--- config.mk ---
export PLATFORM = sky130hd
export DESIGN_NAME = channel_latency_statistics
export DESIGN_NICKNAME = d
export VERILOG_FILES = /design/src/hw/rtl/cls_pkg.sv /design/src/hw/rtl/cls_ram.sv /design/src/hw/rtl/cls_div.sv /design/src/hw/rtl/channel_latency_statistics.sv
export VERILOG_INCLUDE_DIRS = /design/src /design/src/hw/rtl
export SDC_FILE = /design/constraint.sdc
export NUM_CORES = 2
export LEC_CHECK = 0
export BUFFER_PORTS_ARGS = -buffer_cell sky130_fd_sc_hd__buf_2
export CAP_MARGIN = 30
export CORE_MARGIN = 8
export CORE_UTILIZATION = 48
export DETAILED_ROUTE_END_ITERATION = 12
export GPL_ROUTABILITY_DRIVEN = 0
export PLACE_DENSITY = 0.71
export SLEW_MARGIN = 20
export SYNTH_ARGS = -nofsm -noshare
export SYNTH_HDL_FRONTEND = slang
export SYNTH_HIERARCHICAL = 1
export SYNTH_SLANG_ARGS = --single-unit
export TNS_END_PERCENT = 10
--- constraint.sdc ---
create_clock -name clk -period 34.2 [get_ports clk]
set_clock_uncertainty 0.05 [all_clocks]
set_input_delay 5.13 -clock clk [delete_from_list [all_inputs] [get_ports clk]]
set_output_delay 5.13 -clock clk [all_outputs]
set_load 0.05 [all_outputs]
--- src/hw/rtl/channel_latency_statistics_defines.svh ---
// ----------------------------------------------------------------------------
// Assertion macros for the channel latency statistics block
// Shared property wrappers clocked on clk and disabled during rst.
// ----------------------------------------------------------------------------
`ifndef CHANNEL_LATENCY_STATISTICS_DEFINES_SVH
`define CHANNEL_LATENCY_STATISTICS_DEFINES_SVH

// Consequent must hold in the same cycle as the antecedent.
`define CLS_ASSERT_SAME(label, ante, cons, msg) \
  label: assert property (@(posedge clk) disable iff (rst) (ante) |-> (cons)) \
    else $error(msg);

// Consequent must hold in the cycle after the antecedent.
`define CLS_ASSERT_NEXT(label, ante, cons, msg) \
  label: assert property (@(posedge clk) disable iff (rst) (ante) |=> (cons)) \
    else $error(msg);

`endif

--- src/hw/rtl/cls_pkg.sv ---
// ----------------------------------------------------------------------------
// cls_pkg
// Types and constants for the channel latency statistics block.
// ----------------------------------------------------------------------------
package cls_pkg;

  localparam int NUM_CH = 8;
  localparam int CH_W   = 3;
  localparam int CMD_W  = 3;
  localparam int TIME_W = 32;
  localparam int SUM_W  = 48;

  localparam logic [CMD_W-1:0] CMD_START     = 3'd0;
  localparam logic [CMD_W-1:0] CMD_END       = 3'd1;
  localparam logic [CMD_W-1:0] CMD_QUERY     = 3'd2;
  localparam logic [CMD_W-1:0] CMD_RESET_CH  = 3'd3;
  localparam logic [CMD_W-1:0] CMD_RESET_ALL = 3'd4;

  typedef struct packed {
    logic [CMD_W-1:0]  command;
    logic [CH_W-1:0]   channel;
    logic [TIME_W-1:0] timestamp;
  } cls_in_t;

  typedef struct packed {
    logic              ok;
    logic [TIME_W-1:0] sample_count;
    logic [TIME_W-1:0] last_time;
    logic [TIME_W-1:0] min_time;
    logic [TIME_W-1:0] max_time;
    logic [TIME_W-1:0] avg_time;
    logic [SUM_W-1:0]  total_time;
    logic              running;
  } cls_out_t;

  // Per-channel record kept in the statistics RAM.
  typedef struct packed {
    logic [TIME_W-1:0] start_stamp;
    logic              open_flag;
    logic [TIME_W-1:0] done_count;
    logic [TIME_W-1:0] recent_elapsed;
    logic [TIME_W-1:0] least_elapsed;
    logic [TIME_W-1:0] most_elapsed;
    logic [SUM_W-1:0]  elapsed_sum;
  } cls_rec_t;

  localparam int REC_W = $bits(cls_rec_t);

endpackage

--- src/hw/rtl/cls_ram.sv ---
// ----------------------------------------------------------------------------
// cls_ram
// Generic single-write, single-read RAM with a registered read port.
// ----------------------------------------------------------------------------
module cls_ram #(
  parameter int WIDTH = 8,
  parameter int DEPTH = 8
) (
  input  logic                     clk,
  input  logic                     we,
  input  logic [$clog2(DEPTH)-1:0] waddr,
  input  logic [WIDTH-1:0]         wdata,
  input  logic                     re,
  input  logic [$clog2(DEPTH)-1:0] raddr,
  output logic [WIDTH-1:0]         rdata
);

  logic [WIDTH-1:0] mem [DEPTH];

  always_ff @(posedge clk) begin
    if (we) begin
      mem[waddr] <= wdata;
    end
    if (re) begin
      rdata <= mem[raddr];
    end
  end

endmodule

--- src/hw/rtl/cls_div.sv ---
// ----------------------------------------------------------------------------
// cls_div
// Restoring divider: sum-width dividend by time-width divisor, one bit a cycle.
// ----------------------------------------------------------------------------
module cls_div (
  input  logic                       clk,
  input  logic                       rst,
  input  logic                       go,
  input  logic [cls_pkg::SUM_W-1:0]  dividend,
  input  logic [cls_pkg::TIME_W-1:0] divisor,
  output logic                       busy,
  output logic                       done,
  output logic [cls_pkg::SUM_W-1:0]  quotient
);
  import cls_pkg::*;

  localparam int CNT_W = $clog2(SUM_W + 1);

  logic [CNT_W-1:0]  cnt;
  logic [TIME_W-1:0] rem;
  logic [TIME_W-1:0] dsr;
  logic [TIME_W:0]   trial;
  logic              fits;

  assign trial = {rem, quotient[SUM_W-1]};
  assign fits  = (trial >= {1'b0, dsr});
  assign busy  = (cnt != '0);

  always_ff @(posedge clk) begin
    if (rst) begin
      cnt  <= '0;
      done <= 1'b0;
    end else begin
      done <= 1'b0;
      if (go && !busy) begin
        cnt <= CNT_W'(SUM_W);
      end else if (busy) begin
        cnt <= cnt - 1'b1;
        if (cnt == CNT_W'(1)) begin
          done <= 1'b1;
        end
      end
    end
  end

  always_ff @(posedge clk) begin
    if (go && !busy) begin
      quotient <= dividend;
      rem      <= '0;
      dsr      <= divisor;
    end else if (busy) begin
      // shift the next dividend bit into the remainder, keep the quotient bit
      rem      <= fits ? TIME_W'(trial - {1'b0, dsr}) : trial[TIME_W-1:0];
      quotient <= {quotient[SUM_W-2:0], fits};
    end
  end

endmodule

--- src/hw/rtl/channel_latency_statistics.sv ---
// ----------------------------------------------------------------------------
// channel_latency_statistics
// Per-channel latency profiler: start/end timing, statistics and queries.
// ----------------------------------------------------------------------------
// Usage:
//   Drive item (command, channel, timestamp) with start high; the item is
//   taken on a rising edge where busy is low. Exactly one result follows,
//   shown on result for one cycle with done high. The receiver cannot stall.
//   cfg_wen/cfg_wdata write the channel enable mask while the block is idle.
// Answers:
//   Reset-all, unknown commands and disabled channels answer in the cycle after they are taken.
//   Other commands step through load, elapsed, update and write-back, and
//   then wait on the 48-step average divider when the channel has samples.
//   The next item may be accepted in the cycle done is high.
// Reset:
//   rst clears the enable mask and the per-entry valid bits; an entry that
//   is not valid reads as an all-zero record, so no clearing pass is needed.
//   Reset-all clears the valid bits the same way.
// Storage:
//   One channel record lives in an 8-entry RAM with a registered read;
//   accesses are serialized by busy, so reads never overlap a write-back.
// ----------------------------------------------------------------------------
`include "channel_latency_statistics_defines.svh"

module channel_latency_statistics (
  input  logic                       clk,
  input  logic                       rst,
  input  logic                       start,
  output logic                       busy,
  input  cls_pkg::cls_in_t           item,
  output logic                       done,
  output cls_pkg::cls_out_t          result,
  input  logic                       cfg_wen,
  input  logic [cls_pkg::NUM_CH-1:0] cfg_wdata
);
  import cls_pkg::*;

  localparam logic [2:0] S_IDLE = 3'd0;
  localparam logic [2:0] S_LOAD = 3'd1;
  localparam logic [2:0] S_ELAP = 3'd2;
  localparam logic [2:0] S_UPD  = 3'd3;
  localparam logic [2:0] S_WB   = 3'd4;
  localparam logic [2:0] S_DIV  = 3'd5;

  logic [2:0]        state;
  logic [NUM_CH-1:0] enable;
  logic [NUM_CH-1:0] valid;
  logic [CMD_W-1:0]  cmd;
  logic [CH_W-1:0]   ch;
  logic [TIME_W-1:0] stamp;
  logic [TIME_W-1:0] elapsed;
  logic              ok;
  cls_rec_t          rec;
  cls_rec_t          rec_next;
  logic              ok_next;
  logic [REC_W-1:0]  rdata;
  logic              accept;
  logic              direct;
  logic              div_go;
  logic              div_busy;
  logic              div_done;
  logic [SUM_W-1:0]  quotient;
  logic [TIME_W-1:0] avg;
  logic [SUM_W:0]    sum_ext;
  logic              emit;
  cls_out_t          report;
  cls_out_t          direct_report;

  assign busy   = (state != S_IDLE);
  assign accept = start && !busy;
  // commands answered without updating the RAM
  assign direct = (item.command > CMD_RESET_ALL) || (item.command == CMD_RESET_ALL) ||
                  !enable[item.channel];

  cls_ram #(
    .WIDTH(REC_W),
    .DEPTH(NUM_CH)
  ) u_ram (
    .clk  (clk),
    .we   (state == S_WB),
    .waddr(ch),
    .wdata(rec),
    .re   (accept),
    .raddr(item.channel),
    .rdata(rdata)
  );

  assign div_go = (state == S_WB) && (rec.done_count != '0);

  cls_div u_div (
    .clk     (clk),
    .rst     (rst),
    .go      (div_go),
    .dividend(rec.elapsed_sum),
    .divisor (rec.done_count),
    .busy    (div_busy),
    .done    (div_done),
    .quotient(quotient)
  );

  // Statistics update for the command in hand.
  always_comb begin
    rec_next = rec;
    ok_next  = 1'b1;
    sum_ext  = {1'b0, rec.elapsed_sum} + (SUM_W + 1)'(elapsed);
    case (cmd)
      CMD_START: begin
        rec_next.start_stamp = stamp;
        rec_next.open_flag   = 1'b1;
      end
      CMD_END: begin
        if (rec.open_flag) begin
          rec_next.recent_elapsed = elapsed;
          rec_next.elapsed_sum    = sum_ext[SUM_W] ? '1 : sum_ext[SUM_W-1:0];
          if (rec.done_count == '0) begin
            rec_next.least_elapsed = elapsed;
            rec_next.most_elapsed  = elapsed;
          end else begin
            if (elapsed < rec.least_elapsed) begin
              rec_next.least_elapsed = elapsed;
            end
            if (elapsed > rec.most_elapsed) begin
              rec_next.most_elapsed = elapsed;
            end
          end
          if (rec.done_count != '1) begin
            rec_next.done_count = rec.done_count + 1'b1;
          end
          rec_next.open_flag = 1'b0;
        end else begin
          ok_next = 1'b0;
        end
      end
      CMD_RESET_CH: begin
        rec_next = '0;
      end
      default: begin
        rec_next = rec;
      end
    endcase
  end

  // Saturate the average to the time width.
  assign avg = (rec.done_count == '0) ? '0 :
               ((quotient >> TIME_W) != '0) ? '1 : quotient[TIME_W-1:0];

  always_comb begin
    report              = '0;
    report.ok           = ok;
    report.sample_count = rec.done_count;
    report.last_time    = rec.recent_elapsed;
    report.min_time     = (rec.done_count == '0) ? '0 : rec.least_elapsed;
    report.max_time     = (rec.done_count == '0) ? '0 : rec.most_elapsed;
    report.avg_time     = avg;
    report.total_time   = rec.elapsed_sum;
    report.running      = rec.open_flag;
  end

  always_comb begin
    direct_report    = '0;
    direct_report.ok = (item.command == CMD_RESET_ALL);
  end

  assign emit = ((state == S_WB) && (rec.done_count == '0)) ||
                ((state == S_DIV) && div_done);

  always_ff @(posedge clk) begin
    if (rst) begin
      state  <= S_IDLE;
      enable <= '0;
      valid  <= '0;
      done   <= 1'b0;
    end else begin
      done <= 1'b0;
      if (cfg_wen) begin
        enable <= cfg_wdata;
      end
      unique case (state)
        S_IDLE: begin
          if (accept) begin
            if (direct) begin
              done <= 1'b1;
              if (item.command == CMD_RESET_ALL) begin
                valid <= '0;
              end
            end else begin
              state <= S_LOAD;
            end
          end
        end
        S_LOAD: state <= S_ELAP;
        S_ELAP: state <= S_UPD;
        S_UPD:  state <= S_WB;
        S_WB: begin
          valid[ch] <= 1'b1;
          if (emit) begin
            done  <= 1'b1;
            state <= S_IDLE;
          end else begin
            state <= S_DIV;
          end
        end
        S_DIV: begin
          if (emit) begin
            done  <= 1'b1;
            state <= S_IDLE;
          end
        end
        default: state <= S_IDLE;
      endcase
    end
  end

  always_ff @(posedge clk) begin
    if (accept) begin
      cmd   <= item.command;
      ch    <= item.channel;
      stamp <= item.timestamp;
      if (direct) begin
        result <= direct_report;
      end
    end
    if (state == S_LOAD) begin
      // an entry never written since reset reads as zero
      rec <= valid[ch] ? cls_rec_t'(rdata) : '0;
    end
    if (state == S_ELAP) begin
      elapsed <= stamp - rec.start_stamp;
    end
    if (state == S_UPD) begin
      rec <= rec_next;
      ok  <= ok_next;
    end
    if (emit) begin
      result <= report;
    end
  end

  `CLS_ASSERT_SAME(a_done_has_cause, done, $past(start || busy), "result without an item")
  `CLS_ASSERT_NEXT(a_reset_all_answer, accept && (item.command == CMD_RESET_ALL),
                   done && result.ok && !busy, "reset-all did not answer at once")
  `CLS_ASSERT_SAME(a_div_idle_on_go, div_go, !div_busy, "divider started while busy")
  `CLS_ASSERT_SAME(a_div_only_waiting, div_busy, state == S_DIV, "divider runs outside wait")

endmodule

==> results.md <==
* DRC violations left at 0
* Final #Nets at 6023
* Remaining Overflow, GRT at 0
* Yosys warns at 6
* Final period util at 0.276
* Sequential area share after synthesis at 0.739
* Final hold violations at 0
* CTS resizes at 0
* Flops & latches, synth at 2510
* Clock-pin slew on the worst setup and hold paths at 0.05 ns
* CTS tree: done
* Via-per-instance ratio at 6.06
* Outcome: complete, no violations
* Synth area leaders: edfxtp_1, mux4_2, mux2_2, ha_1, a22o_1
* Worst-case clock buffer depth at 4
* Num ports at between 200 and 300
* Clock Power Share at 0.320
* Placed insts at 8331
* Share of cells above drive strength 1 at 0.249
* Crit path kind: in2reg
* Commonest non-fill, non-tap cell in the layout: edfxtp_1
* Worst slew pin tran at approximately 1.1 ns
* CTS Buf Count at 275
* Post-CTS setup buffer count at 0
* Largest net degree at the start of global routing at 132
* Number of flops mapped to enable cells by yosys at 2451
* Die ar. at 226000 µm²
* DP Area at 106000 µm²
* Final WL at between 200000 and 250000 µm
* Switch share at 0.304
* Most frequent cells in the layout: edfxtp_1, mux4_2, clkbuf_16
* Vias in the first global route at ~54k
* Post-synth top area cell: edfxtp_1
* Setup violations, final at 0
* Max-Slew Margin vs Limit at 0.297
* Leakage power at 38.6 nW
* RSZ-0062 raised after global routing: false
* Fillers at 15.8k
* Cell internal pwr at 6.15 mW
* Final instance area at 115000 µm²
* DR WL/cell at 28.0 µm
* Synth top area share at 0.728
* Detail Placement HPWL at 138000 µm
* Startpoint type of the worst setup path: input port
* Flop pwr share at 0.486
* Crit. End Element: flip-flop
* Chip Height at 475 µm
* CP max FO at 74
* Main synth FF type: edfxtp_1
* Initial Util at 0.483
* Root buf cell: clkbuf_16
* GRT Overall Usage at 0.214
* Clk Latency, worst-skew pair at ~0.93 ns
* Htree depth at 5
* Syn nets at around 5.6k
* Peak supply drop at 0.0000625 V
* Comb pwr share at 0.193
* Setup TNS at 0 ns
* Library cells used by synthesis at 89
* Core area at around 210000 µm²
* P&R area growth vs syn at 13.4%
* Port buffer count at roughly 260
* Fin. max-slew vios at 0
* WP data required at 34.65 ns
* Syn Area/Cell at 18.7 µm²
* First-pass GRT wire length at 359000 µm
* Worst Hold Class: reg2reg
* Crit path DAT at between 9 and 10 ns
* Pwr Density at slightly below 80 nW/µm²
* Final cell count without fillers at 8810
* Min cycle time layout at 9.44 ns
* Hold_buf cts at 0
* Cell Area, Synth at 101000 µm²
* Starting DRT DRC Count at 5817
* Initial antenna violation count at 15
* Via count at 53.4k
* Die W at between 400 and 500 µm
* Mapped Cells at 5414
* Row count at 168
* Pre-antenna DRT Iters at 6
* Async set-reset flop share out of synthesis at 0
* Max cap viols at 0
* Sw power at about 2.7 mW
* Clock Sinks at between 2k and 3k
* Maximum clock frequency at 106 MHz
* Antenna Nets Post-Route at 0
path summary, 6_finish.rpt:
check             slack, ns          from            to  depth (start not counted)
setup / recovery      24.76      item[32]   result[157]                         10
hold / removal         0.42  u_div/cnt[4]  u_div/cnt[4]                          2
setup reg to reg      27.52      rec[144]   result[157]                         14
hold reg to reg        0.42  u_div/cnt[4]  u_div/cnt[4]                          2
cells by family after synthesis:
| kind of cell | count (synthesis) | share of synthesized area |
|---|---|---|
| DFF | 2510 | 0.739 |
| and+or+nand+nor | 763 | 0.0385 |
| xor gates and xnor gates | 123 | 0.0106 |
| adders and majority gates | 165 | 0.0206 |
| muxes | 701 | 0.125 |
| buffers and inverters | 431 | 0.0179 |
| AOI/OAI and AO/OA | 721 | 0.0483 |
critical path: stages:
cell,delay [ns]
buf_8,0.56
mux4_2,0.60
mux2i_1,0.16
nor2_1,0.11
o22ai_4,0.43
buf_16,0.24
buf_4,0.48
buf_4,0.54
buf_4,0.66
buf_4,0.73
metal layers:
| metal | track usage | share of wire | vias up |
|---|---|---|---|
| li1 | - | - | 22500 |
| met1 | 0.295 | 0.40 | 27700 |
| met2 | 0.340 | 0.47 | 2669 |
| met3 | 0.0406 | 0.091 | 449 |
| met4 | 0.0844 | 0.039 | 6 |
| met5 | 0 | 0.00017 | - |
Yosys cell counts, types with 77 or more instances:
master and instances:
edfxtp_1 2451, mux4_2 422, mux2_2 257, nand2_1 221
inv_1 167, a21oi_1 165, ha_1 162, o21ai_0 153
clkbuf_1 144, a22o_1 136, and2_1 120, nor2_1 114
nor4_1 77
cell type report:
class	instances	area, µm²	area share
tap	2805	3510	0.0306
clock inverter	130	1170	0.0102
timing repair buffer	380	2520	0.0220
clock buffer	337	7350	0.0640
inverter	168	643	0.00561
multi-input combinational	2473	24700	0.216
antenna	7	17.5	0.000153
sequential	2510	74800	0.652
power groups by stage:
stage,registers [mW],logic [mW],clock network [mW]
after floorplan,4.52,0.937,0
final,4.30,1.71,2.83
after CTS,4.30,1.70,2.88
after detailed placement,4.35,1.69,0
after global routing,4.34,1.82,2.99
after global placement,4.34,1.66,0
through the flow:
stage | power, mW | setup slack [ns] | utilization | hold WS, ns
global placement | 6.00 | 23.40 | 0.505 | 0.395
finish | 8.83 | 24.76 | 0.547 | 0.423
detailed placement | 6.05 | 23.74 | 0.506 | 0.414
CTS | 8.87 | 24.69 | 0.547 | 0.426
global route | 9.16 | 24.43 | 0.547 | 0.457
floorplan | 5.46 | 17.28 | - | 0.381
registers in the layout (all words and copies together) (netlist names):
register / count
ch: 3
cmd: 3
done: 1
elapsed: 32
enable: 8
ok: 1
rec: 209
result: 210
stamp: 32
state: 3
u_div/cnt: 6
u_div/done: 1
u_div/dsr: 32
u_div/quotient: 48
u_div/rem: 32
u_ram/mem: 1672
u_ram/rdata: 209
valid: 8
Power figures use the tool's default switching activity.
